File: src/design/assert_macros.svh
// ----------------------------------------------------------------------------
// Assertion macros
// Clocked concurrent assertion wrappers used by the core.
// ----------------------------------------------------------------------------
`ifndef ASSERT_MACROS_SVH
`define ASSERT_MACROS_SVH

// Check on every clock edge outside reset.
`define SPR_ASSERT(lbl, prop, msg) \
    lbl: assert property (@(posedge i_clk) disable iff (!i_rst_n) prop) else $error(msg);

// Check on every clock edge, reset included.
`define SPR_ASSERT_ALWAYS(lbl, prop, msg) \
    lbl: assert property (@(posedge i_clk) prop) else $error(msg);

`endif

File: src/design/spr_pkg.sv
// ----------------------------------------------------------------------------
// Slotted page package
// Page geometry, field widths, request and status codes, result type.
// ----------------------------------------------------------------------------
package spr_pkg;

    localparam int PAGE_BYTES  = 4096;
    localparam int HDR_BYTES   = 16;
    localparam int ENTRY_BYTES = 4;

    localparam int ADDR_W   = $clog2(PAGE_BYTES);
    localparam int PTR_W    = $clog2(PAGE_BYTES + 1);
    localparam int SLOT_MAX = (PAGE_BYTES - HDR_BYTES) / ENTRY_BYTES;
    localparam int DIR_AW   = $clog2(SLOT_MAX);
    localparam int CNT_W    = $clog2(SLOT_MAX + 1);
    localparam int ENTRY_W  = 2 * PTR_W;

    localparam int REQ_W    = 2;
    localparam int LEN_W    = 13;
    localparam int BYTE_W   = 8;
    localparam int SLOT_W   = 10;
    localparam int BIDX_W   = 12;
    localparam int STAT_W   = 3;
    localparam int OFF_W    = 13;
    localparam int SIZE_W   = 13;
    localparam int TOTAL_W  = 10;
    localparam int FREE_W   = 12;
    localparam int CHK_W    = ((LEN_W > PTR_W) ? LEN_W : PTR_W) + 1;

    localparam logic [REQ_W-1:0] REQ_START = 2'd0;
    localparam logic [REQ_W-1:0] REQ_DATA  = 2'd1;
    localparam logic [REQ_W-1:0] REQ_READ  = 2'd2;

    localparam logic [STAT_W-1:0] ST_OK        = 3'd0;
    localparam logic [STAT_W-1:0] ST_FULL      = 3'd1;
    localparam logic [STAT_W-1:0] ST_BAD_SLOT  = 3'd2;
    localparam logic [STAT_W-1:0] ST_BAD_INDEX = 3'd3;
    localparam logic [STAT_W-1:0] ST_SEQ       = 3'd4;

    typedef struct packed {
        logic [STAT_W-1:0]  status;
        logic [SLOT_W-1:0]  slot_id;
        logic [OFF_W-1:0]   rec_off;
        logic [SIZE_W-1:0]  record_size;
        logic [BYTE_W-1:0]  data_out;
        logic [TOTAL_W-1:0] slot_total;
        logic [FREE_W-1:0]  free_bytes;
    } t_result;

endpackage

File: src/design/spr_res_if.sv
// ----------------------------------------------------------------------------
// Result channel
// Valid/ready channel carrying one result item.
// ----------------------------------------------------------------------------
interface spr_res_if;
    logic                         valid;
    logic                         ready;
    logic [spr_pkg::STAT_W-1:0]   status;
    logic [spr_pkg::SLOT_W-1:0]   slot_id;
    logic [spr_pkg::OFF_W-1:0]    rec_off;
    logic [spr_pkg::SIZE_W-1:0]   record_size;
    logic [spr_pkg::BYTE_W-1:0]   data_out;
    logic [spr_pkg::TOTAL_W-1:0]  slot_total;
    logic [spr_pkg::FREE_W-1:0]   free_bytes;

    modport source (
        output valid, status, slot_id, rec_off, record_size, data_out,
               slot_total, free_bytes,
        input  ready
    );
    modport sink (
        input  valid, status, slot_id, rec_off, record_size, data_out,
               slot_total, free_bytes,
        output ready
    );
endinterface

File: src/design/spr_out_stage.sv
// ----------------------------------------------------------------------------
// Result output stage
// Two-entry register queue in front of the result channel.
// ----------------------------------------------------------------------------
module spr_out_stage (
    input  logic             i_clk,
    input  logic             i_rst_n,
    input  logic             i_push,
    input  spr_pkg::t_result i_res,
    output logic             o_room,
    spr_res_if.source        o_res
);

    logic             r_head_valid;
    logic             r_skid_valid;
    logic             n_head_valid;
    logic             n_skid_valid;
    spr_pkg::t_result r_head;
    spr_pkg::t_result r_skid;
    spr_pkg::t_result n_head;
    spr_pkg::t_result n_skid;
    logic             pop;

    assign pop    = r_head_valid && o_res.ready;
    assign o_room = !r_skid_valid;

    always_comb begin
        n_head_valid = r_head_valid;
        n_skid_valid = r_skid_valid;
        n_head       = r_head;
        n_skid       = r_skid;
        if (!r_head_valid || pop) begin
            if (r_skid_valid) begin
                n_head       = r_skid;
                n_head_valid = 1'b1;
                n_skid       = i_res;
                n_skid_valid = i_push;
            end else begin
                n_head       = i_res;
                n_head_valid = i_push;
            end
        end else if (i_push) begin
            n_skid       = i_res;
            n_skid_valid = 1'b1;
        end
    end

    always_ff @(posedge i_clk) begin
        if (!i_rst_n) begin
            r_head_valid <= 1'b0;
            r_skid_valid <= 1'b0;
        end else begin
            r_head_valid <= n_head_valid;
            r_skid_valid <= n_skid_valid;
        end
    end

    always_ff @(posedge i_clk) begin
        r_head <= n_head;
        r_skid <= n_skid;
    end

    assign o_res.valid       = r_head_valid;
    assign o_res.status      = r_head.status;
    assign o_res.slot_id     = r_head.slot_id;
    assign o_res.rec_off     = r_head.rec_off;
    assign o_res.record_size = r_head.record_size;
    assign o_res.data_out    = r_head.data_out;
    assign o_res.slot_total  = r_head.slot_total;
    assign o_res.free_bytes  = r_head.free_bytes;

endmodule

File: src/flat_wrapper.sv
// flat-port wrapper written by rule: the top's interface ports become plain ports
module spr_out_stage_flat 
  (i_clk, i_rst_n, i_push, i_res, o_room, o_res_valid, o_res_status, o_res_slot_id, o_res_rec_off, o_res_record_size, o_res_data_out, o_res_slot_total, o_res_free_bytes, o_res_ready);
  spr_res_if o_res_i ();
  input  logic i_clk;
  input  logic i_rst_n;
  input  logic i_push;
  input  spr_pkg::t_result i_res;
  output logic o_room;
  output wire logic [$bits(o_res_i.valid)-1:0] o_res_valid;
  output wire logic [$bits(o_res_i.status)-1:0] o_res_status;
  output wire logic [$bits(o_res_i.slot_id)-1:0] o_res_slot_id;
  output wire logic [$bits(o_res_i.rec_off)-1:0] o_res_rec_off;
  output wire logic [$bits(o_res_i.record_size)-1:0] o_res_record_size;
  output wire logic [$bits(o_res_i.data_out)-1:0] o_res_data_out;
  output wire logic [$bits(o_res_i.slot_total)-1:0] o_res_slot_total;
  output wire logic [$bits(o_res_i.free_bytes)-1:0] o_res_free_bytes;
  input wire logic [$bits(o_res_i.ready)-1:0] o_res_ready;
  assign o_res_valid = o_res_i.valid;
  assign o_res_status = o_res_i.status;
  assign o_res_slot_id = o_res_i.slot_id;
  assign o_res_rec_off = o_res_i.rec_off;
  assign o_res_record_size = o_res_i.record_size;
  assign o_res_data_out = o_res_i.data_out;
  assign o_res_slot_total = o_res_i.slot_total;
  assign o_res_free_bytes = o_res_i.free_bytes;
  assign o_res_i.ready = o_res_ready;
  spr_out_stage u_core (.i_clk(i_clk), .i_rst_n(i_rst_n), .i_push(i_push), .i_res(i_res), .o_room(o_room), .o_res(o_res_i));
endmodule
File: config.mk
export PLATFORM = sky130hd
export DESIGN_NAME = spr_out_stage_flat
export DESIGN_NICKNAME = d
export VERILOG_FILES = /design/src/design/assert_macros.svh /design/src/design/spr_pkg.sv /design/src/design/spr_res_if.sv /design/src/design/spr_out_stage.sv /design/src/flat_wrapper.sv
export SDC_FILE = /design/constraint.sdc
export NUM_CORES = 1
export LEC_CHECK = 0
export ABC_AREA = 1
export BUFFER_PORTS_ARGS = -buffer_cell sky130_fd_sc_hd__buf_2
export CORE_ASPECT_RATIO = 1.75
export CORE_MARGIN = 2
export CORE_UTILIZATION = 30
export DETAILED_ROUTE_END_ITERATION = 10
export PLACE_DENSITY_LB_ADDON = 0.12
export SLEW_MARGIN = 20
export SYNTH_ARGS = -nofsm -noshare
export SYNTH_HDL_FRONTEND = slang
export SYNTH_SLANG_ARGS = --single-unit
File: constraint.sdc
create_clock -name i_clk -period 6.9 [get_ports i_clk]
set_clock_uncertainty 0.1 [all_clocks]
set_input_delay 2.07 -clock i_clk [delete_from_list [all_inputs] [get_ports i_clk]]
set_output_delay 2.07 -clock i_clk [all_outputs]
set_load 0.01 [all_outputs]
## Word-level counts from Yosys, hierarchy flattened

Cells that the tools add are included.

| operators by class | value |
|---|---|
| equal/unequal tests | 1 |
| muxes and demuxes | 8 |
| reduce and logical (&&, ||, !) cells | 6 |

Operator list:

| cell | count |
|---|---|
| 2-to-1 mux 69 bit | 4 |
| 2-to-1 mux 1 bit | 4 |
| logical NOT 1 bit | 2 |
| != test 2 x 1 -> 1 bit, second input constant | 1 |
| AND reduction 2 bit | 1 |
| nonzero test 2 bit | 1 |
| logical AND 1 bit | 1 |
| logical OR 1 bit | 1 |

| storage, ports and cells | value |
|---|---|
| register bits after elaboration | 140 |
| input bits | 73 |
| output and inout port bits | 71 |
| word-level logic and storage cells | 31 |

## Logic depth before layout (Yosys ltp)

Gate-level depths: netlist of run 1.

| depth | value |
|---|---|
| depth after elaboration | 4 |
| mapped depth | 6 |
| depth with buffers taken out | 5 |

## Worst setup path after synthesis of run 1

OpenSTA, ideal clock, no wires.

| timing path | value |
|---|---|
| kind | input to register |
| start point | input port o_res_ready |
| end point | register u_core.r_skid[0] in the netlist's numbering (enable) |
| library setup time | 432 ps |
| data arrival time | 5316 ps |
| required time | 6368 ps |
| slack | 1052 ps |
| stages | 3 |
| path buffers | 0 |
| cells stage by stage | inv_1 > nand2_1 > o21a_1 |

| between the ends | value |
|---|---|
| cells in the longest elaborated chain, start to end | 4 |
| elaborated cells on any way between the ends | 5 |
| those cells by class | 1 x eq/ne; 4 x reduce/logical |

Ends and longest elaborated chain:

| item | line | text |
|---|---|---|
| from (decl) | flat_wrapper.sv:18 | `input wire logic [$bits(o_res_i.ready)-1:0] o_res_ready;` |
| logical AND 1 bit (*) | spr_out_stage.sv:24 | `assign pop = r_head_valid && o_res.ready;` |
| logical OR 1 bit (*) | spr_out_stage.sv:32 | `if (!r_head_valid \|\| pop) begin` |
| != test 2 x 1 -> 1 bit (no line) / nonzero test 2 bit (equally long branches) | -- |  |
| AND reduction 2 bit (no line) (*) | -- |  |
| to (signal assigned) | spr_out_stage.sv:60 | `r_skid <= n_skid;` |
| to (decl) | spr_out_stage.sv:19 | `spr_pkg::t_result r_skid;` |

Every way passes the cells marked *; elsewhere a longest branch is shown, timed or not.
A chain may end at the register's enable or synchronous reset.

## Worst setup path after layout of run 1

| timing path | value |
|---|---|
| start point | register u_core.r_skid_valid |
| end point | output port o_room |

| between the ends | value |
|---|---|
| cells in the longest elaborated chain, start to end | 1 |

Ends and longest elaborated chain:

| item | line | text |
|---|---|---|
| from (decl) | spr_out_stage.sv:15 | `logic r_skid_valid;` |
| from (signal assigned) | spr_out_stage.sv:54 | `r_skid_valid <= n_skid_valid;` |
| logical NOT 1 bit | spr_out_stage.sv:25 | `assign o_room = !r_skid_valid;` |
| to (decl) | flat_wrapper.sv:9 | `output logic o_room;` |

Every way passes these cells.

==> results of run 1 <==
final cells by class:
| class | count | area, um^2 | area share, % |
|---|---|---|---|
| Clock buffer | 20 | 436.7 | 6.565 |
| Clock inverter | 12 | 171.4 | 2.577 |
| Inverter | 4 | 17.52 | 0.2634 |
| Multi-Input combinational cell | 216 | 833.3 | 12.53 |
| Sequential cell | 140 | 4185 | 62.92 |
| Tap cell | 227 | 284.0 | 4.270 |
| Timing Repair Buffer | 144 | 723.2 | 10.87 |
cells in the mapped netlist:
library cell  count  share of area (%)
buf_2             6               0.59
inv_1             3               0.22
nand2_1         213                 16
buf_4             8                1.2
dfxtp_1           2               0.78
inv_4             1               0.12
edfxtp_1        138                 81
nor2_2            1               0.12
buf_6             1               0.22
nand3_1           1              0.098
o21a_1            1               0.15
power by group:
group / leakage, nW / internal, mW / switching, mW / total (mW)
registers: 1.37 / 1.01 / 0.0166 / 1.03
clock network: 0.293 / 0.603 / 0.340 / 0.942
logic: 1.20 / 0.0539 / 0.0969 / 0.151
worst max-delay path by stage:
stage / startpoint / to / slack (ps) / cells after the start
floorplan: o_res_ready / u_core.r_skid[0] / 1050 / 3
global placement: o_res_ready / u_core.r_skid[38] / 2490 / 5
detailed placement: o_res_ready / u_core.r_skid[45] / 2420 / 5
CTS: u_core.r_skid_valid / o_room / 2560 / 3
global route: u_core.r_skid_valid / o_room / 2470 / 3
finish: u_core.r_skid_valid / o_room / 2630 / 3
stage by stage:
stage	hold WS [ps]	utilization [%]	power, mW
global placement	400.1	35.83	1.202
finish	410.1	39.43	2.125
floorplan	394.3	-	1.121
global route	431.7	39.43	2.210
CTS	411.6	39.43	2.152
detailed placement	402.9	35.83	1.205
cell families after synthesis:
family / after synthesis / share of synthesized area [%]
flops: 140 / 81.70
compound gates: 1 / 0.1466
simple gates: 215 / 15.83
buf+inv: 19 / 2.321
registers in the layout, indices dropped and copies added (netlist names):
signal,count
u_core.r_skid_valid,1
u_core.o_res.slot_total,10
u_core.o_res.status,3
u_core.o_res.valid,1
u_core.o_res.record_size,13
u_core.o_res.data_out,8
u_core.o_res.slot_id,10
u_core.r_skid,69
u_core.o_res.free_bytes,12
u_core.o_res.rec_off,13
critical path: stages, from the launching register on:
cell	delay, ps
dfxtp_2	310
buf_4	580
inv_4	440
buf_2	290
metal layers:
metal | global-route usage (%) | wire (um)
met1 | 13.67 | 4113
met2 | 21.08 | 5857
met3 | 3.831 | 623
met4 | 5.537 | 210
met5 | 0 | 0
==> results_dict.tcl, run 1 <==
set metrics [dict create \
    outcome "finished, final reports clean" \
    power_leakage_nw 2.870 \
    min_period_ps 4265 \
    die_height_um 176.8 \
    final.fill_count 1742 \
    dieArea_um2 18170 \
    yosysWarnings 0 \
    cts_hold_buf 0 \
    yosysSeqAreaShare_pct 81.70 \
    dr.first_iter.drc_count 139 \
    cp-end-kind "output pin" \
    tightest_slew_ps 985.4 \
    syn_avg_cell_area_um2 13.66 \
    required_ps 4730 \
    final_common_cell "nand2_1" \
    syn_inst 375 \
    io_pins 144 \
    clockBufferDepth 2 \
    maxCapViolCount 0 \
    portBuffers 143 \
    synth_fp_nets 448 \
    cts_tree "yes" \
    dp.cells 731 \
    drive_above_1_share_pct 32.84 \
    rrSetupSlack_ps 3980 \
    chipWidth_um 102.8 \
    grt_overflow_total 0 \
    firstDrtPassIters 6 \
    cts_sinks 140 \
    critPathArrivalTime_ps 2100 \
    wirelength_um 10800 \
    start_util_pct 30.36 \
    cp-start-kind "flop" \
    clk_pin_slew_ps 60 \
    final_cell_mix "nand2_1, buf_2, edfxtp_1" \
    via_per_inst 4.056 \
    cts-resized-gates 0 \
    insertion_delay_ps 410 \
    hp-start "u_core.r_skid[47]" \
    powerDensity_nw_per_um2 319.4 \
    via_count 3095 \
    setup_violations 0 \
    r2r_end "u_core.r_skid[17]" \
    setup_ws_ps 2635 \
    fin_nets 596 \
    core_area_um2 16870 \
    post_cts_buffers 0 \
    rsz0062_at_grt "no" \
    grt_max_degree 72 \
    slew_headroom_pct 34.31 \
    dp_slack_ps 2416 \
    grt_first_pass_wirelength_um 16000 \
    netlist_area_um2 5121 \
    antenna_found_initial 0 \
    period_share_pct 61.81 \
    hold_depth 2 \
    n_antenna_cell 0 \
    hold_path.class "flop to flop" \
    ant_nets 0 \
    setup_tns_ps 0 \
    track_usage_pct 12.26 \
    clock-root-buffer "clkbuf_16" \
    drv_slew 0 \
    yosys.cell_types.count 11 \
    finalInstanceArea_um2 6651 \
    place_area_um2 6043 \
    detail_route.wl_per_cell_um 14.16 \
    fin_cells 763 \
    globalplace.congestion 0.7147 \
    dp_hpwl_um 6833 \
    peakVddDrop_uv 150.2 \
    r2r_cells 4 \
    drc 0 \
    critPathKind "flop to output pin" \
    ys_seq_elements 140 \
    max_freq_mhz 234.5 \
    r2r-start "u_core.r_skid_valid" \
    crit_fanout 71 \
    syn2layout_area_growth_pct 29.88 \
    hold_violations 0 \
    cts-buffers-inserted 17 \
    rows 63 \
    grt_pass1_vias 2952 \
    cts_max_level 4 \
    holdPathEnd "u_core.o_res.rec_off[4]" \
]
Power figures use the tool's default switching activity.
==> run 2, diff against run 1 <==
Clock period 6.9 ns to 4.3 ns, I/O delays scaled along.
==> results_dict.tcl, run 2 (same netlist as run 1, synthesis figures left out) <==
set metrics [dict create \
    outcome "finished, final reports clean" \
    antenna_found_initial 1 \
    peakVddDrop_uv 277.8 \
    r2r_end "u_core.r_skid[1]" \
    drive_above_1_share_pct 33.64 \
    critPathBufInv 2 \
    drv_slew 0 \
    clock-root-buffer "clkbuf_16" \
    use_met3_pct 4.068 \
    dp.cells 733 \
    firstDrtPassIters 4 \
    r2r-start "u_core.r_skid_valid" \
    fin_cells 765 \
    chipWidth_um 102.8 \
    grt_pass1_vias 3069 \
    path_delay_family "buffers and inverters" \
    setup_tns_ps 0 \
    dieArea_um2 18170 \
    slowest_delay_ps 520 \
    crit_fanout 71 \
    met2_usage_pct 21.65 \
    r2r_cells 4 \
    period_share_pct 68.13 \
    required_ps 2910 \
    final_common_cell "nand2_1" \
    clk_pin_slew_ps 60 \
    rows 63 \
    insertion_delay_ps 400 \
    grt_max_degree 72 \
    die_height_um 176.8 \
    hold_path.class "flop to flop" \
    crit_chain "inv_4, buf_2" \
    max_flop_register "u_core.r_skid" \
    crit_cells 2 \
    crit_path_end "o_room" \
    track_usage_pct 12.48 \
    portBuffers 143 \
    n_antenna_cell 0 \
    grt_use_met1_pct 13.95 \
    final.fill_count 1732 \
    cts_sinks 140 \
    syn2layout_area_growth_pct 30.22 \
    dr.first_iter.drc_count 133 \
    io_pins 144 \
    cp_slowest_cell "inv_4" \
    cts_max_level 4 \
    dp_slack_ps 1458 \
    drc 0 \
    grt_first_pass_wirelength_um 16500 \
    post_cts_buffers 0 \
    min_period_ps 2930 \
    hold_violations 0 \
    slew_headroom_pct 39.26 \
    setup_ws_ps 1370 \
    clockBufferDepth 2 \
    startpoint "u_core.r_skid_valid" \
    via_per_inst 4.043 \
    globalplace.congestion 0.7275 \
    rrSetupSlack_ps 2310 \
    setup_violations 0 \
    cp-start-kind "flop" \
    critPathKind "flop to output pin" \
    start_util_pct 30.36 \
    fin_nets 598 \
    grt_overflow_total 0 \
    largest_reg_flops 69 \
    final_cell_mix "nand2_1, buf_2, edfxtp_1" \
    finalInstanceArea_um2 6669 \
    ant_nets 0 \
    maxCapViolCount 0 \
    grt.busiest_layer "met2" \
    p_total_mw 3.373 \
    cp-end-kind "output pin" \
    detail_route.wl_per_cell_um 14.39 \
    cts_hold_buf 0 \
    core_area_um2 16870 \
    dp_hpwl_um 7149 \
    cts_tree "yes" \
    max_freq_mhz 341.4 \
    via_count 3093 \
    critPathArrivalTime_ps 1540 \
    rsz0062_at_grt "no" \
    place_area_um2 6071 \
    power_leakage_nw 2.871 \
    powerDensity_nw_per_um2 505.8 \
    cts-buffers-inserted 17 \
    tightest_slew_ps 911.2 \
    wirelength_um 11010 \
    cts-resized-gates 0 \
]
[run 2: layer usage]
| layer | up-vias | wire, um |
|---|---|---|
| met5 | - | 11 |
| met4 | 2 | 153 |
| met3 | 11 | 666 |
| met2 | 85 | 5888 |
| met1 | 1433 | 4290 |
| li1 | 1562 | - |
[run 2: stage by stage]
step | utilization (%) | hold slack [ps]
floorplan | - | 394.3
global placement | 35.99 | 399.4
detailed placement | 35.99 | 403.3
CTS | 39.53 | 417.1
global route | 39.53 | 429.8
finish | 39.53 | 414.8
[run 2: power by group]
group          internal, mW  switching (mW)
logic                0.0902           0.155
registers              1.63          0.0274
clock network         0.914           0.559
[run 2: area by class of cell]
class,count,area [um^2],area share [%]
tap,227,284.0,4.259
timing repair buffer,146,750.7,11.26
multi-input combinational,216,833.3,12.50
clock inverter,14,168.9,2.533
clock buffer,18,429.2,6.435
inverter,4,17.52,0.2627
sequential,140,4185,62.76
[run 2: worst register-to-register path: stages, from the launching register on]
cell	delay [ps]
dfxtp_2	350
inv_4	250
nand2_1	210
o21a_4	430
buf_12	310
[run 2: worst min-delay path by stage]
stage                      startpoint  cells past startpoint                         end
finish              u_core.r_skid[56]                      2     u_core.o_res.slot_id[0]
global route        u_core.r_skid[19]                      2  u_core.o_res.slot_total[7]
CTS                 u_core.r_skid[51]                      2     u_core.o_res.rec_off[8]
detailed placement  u_core.r_skid[43]                      2     u_core.o_res.rec_off[0]
global placement    u_core.r_skid[24]                      2    u_core.o_res.data_out[2]
floorplan           u_core.r_skid[22]                      2    u_core.o_res.data_out[0]
==> run 3, diff against run 2 <==
Clock period 4.3 ns to 3 ns, I/O delays scaled along.
==> results_dict.tcl, run 3 (same netlist as run 1, synthesis figures left out) <==
set metrics [dict create \
    outcome "finished, final reports clean" \
    via_count 3139 \
    peakVddDrop_uv 360.6 \
    antenna_found_initial 0 \
    fin_nets 603 \
    start_util_pct 30.36 \
    crit_fanout 39 \
    final.fill_count 1675 \
    cts_hold_buf 0 \
    required_ps 2000 \
    clk_pin_slew_ps 60 \
    cts-resized-gates 0 \
    final_common_cell "nand2_1" \
    dp_hpwl_um 7379 \
    n_antenna_cell 0 \
    detail_route.wl_per_cell_um 14.47 \
    via_per_inst 4.082 \
    insertion_delay_ps 410 \
    dr.first_iter.drc_count 126 \
    drive_above_1_share_pct 34.32 \
    critPathArrivalTime_ps 1290 \
    drc 0 \
    portBuffers 143 \
    p_switching_mw 1.079 \
    post_cts_buffers 0 \
    maxCapViolCount 0 \
    powerDensity_nw_per_um2 744.0 \
    min_period_ps 2289 \
    max_flop_register "u_core.r_skid" \
    clockBufferDepth 2 \
    ant_nets 0 \
    grt_max_degree 71 \
    hold_path.class "flop to flop" \
    grt_first_pass_wirelength_um 17220 \
    max_freq_mhz 436.8 \
    internal-power_mw 3.941 \
    period_share_pct 76.32 \
    core_area_um2 16870 \
    wirelength_um 11130 \
    grt_pass1_vias 3241 \
    setup_violations 0 \
    rows 63 \
    grt_overflow_total 0 \
    tightest_slew_ps 736.6 \
    combPwrFrac_pct 7.1 \
    hold_violations 0 \
    firstDrtPassIters 4 \
    clock-root-buffer "clkbuf_16" \
    cp-start-kind "flop" \
    cp-end-kind "output pin" \
    slew_headroom_pct 50.89 \
    sw_frac_of_total_pct 21.50 \
    dp.cells 738 \
    io_pins 144 \
    final_cell_mix "nand2_1, buf_2, edfxtp_1" \
    globalplace.congestion 0.7606 \
    power.share.sequential_pct 47.2 \
    critPathKind "flop to output pin" \
    cts-buffers-inserted 17 \
    drv_slew 0 \
    fin_cells 769 \
    power_frac_clock_pct 45.6 \
    cts_max_level 4 \
    cts_tree "yes" \
    syn2layout_area_growth_pct 31.76 \
    die_height_um 176.8 \
    track_usage_pct 12.97 \
    p_total_mw 5.020 \
    cts_sinks 140 \
    power_leakage_nw 2.922 \
    rsz0062_at_grt "no" \
    largest_reg_flops 69 \
    slowest_delay_ps 330 \
    crit_chain "inv_4, buf_2" \
    dieArea_um2 18170 \
    chipWidth_um 102.8 \
    cp_slowest_cell "dfxtp_2" \
    setup_tns_ps 0 \
]
-- run 3: cell count changes in the layout (fill, tap and decap cells not counted) --
cell / previous run / this run
buf_4: 2 / 7
bufinv_16: 3 / 5
clkbuf_1: 1 / 0
clkinv_4: 1 / 0
clkinvlp_4: 4 / 2
inv_6: 3 / 4
-- run 3: worst max-delay path, delay by kind of cell (launching register included) --
| family | cells | cell delay, ps |
|---|---|---|
| buffers and inverters | 2 | 550 |
| flip-flops | 1 | 330 |
-- run 3: power groups by stage --
| stage | registers, mW | logic (mW) | clock network (mW) |
|---|---|---|---|
| global placement | 2.41 | 0.365 | 0 |
| floorplan | 2.46 | 0.116 | 0 |
| detailed placement | 2.41 | 0.369 | 0 |
| CTS | 2.37 | 0.370 | 2.34 |
| finish | 2.37 | 0.359 | 2.29 |
| global route | 2.39 | 0.405 | 2.42 |
-- run 3: final timing paths --
kind | start | end | slack [ps] | depth (start not counted)
hold / removal | u_core.r_skid[56] | u_core.o_res.slot_id[0] | 410 | 2
setup reg to reg | u_core.r_skid_valid | u_core.r_skid[67] | 1330 | 4
setup / recovery | u_core.r_skid_valid | o_room | 710 | 2
hold reg to reg | u_core.r_skid[56] | u_core.o_res.slot_id[0] | 410 | 2
-- run 3: layer usage --
metal | GRT usage, % | vias up | wire length [um]
met1 | 14.36 | 1466 | 4291
met5 | 0 | - | 0
met2 | 22.44 | 88 | 6007
met4 | 5.537 | 0 | 182
li1 | - | 1575 | -
met3 | 4.226 | 10 | 650
-- run 3: layout make-up --
class | instances | area [um^2] | area share, %
Clock buffer | 17 | 425.4 | 6.304
Inverter | 4 | 17.52 | 0.2596
Clock inverter | 14 | 214.0 | 3.171
Multi-Input combinational cell | 216 | 833.3 | 12.35
Tap cell | 227 | 284.0 | 4.209
Timing Repair Buffer | 151 | 788.3 | 11.68
Sequential cell | 140 | 4185 | 62.02
-- run 3: metrics by stage --
step	worst slack [ps]	instance area [um^2]	util [%]	hold WS [ps]
finish	710.5	6748	40.00	409.9
global placement	746.2	6108	36.21	402.7
detailed placement	707.6	6108	36.21	401.9
floorplan	320.2	5136	-	394.3
CTS	662.2	6748	40.00	412.4
global route	632.3	6748	40.00	434.8
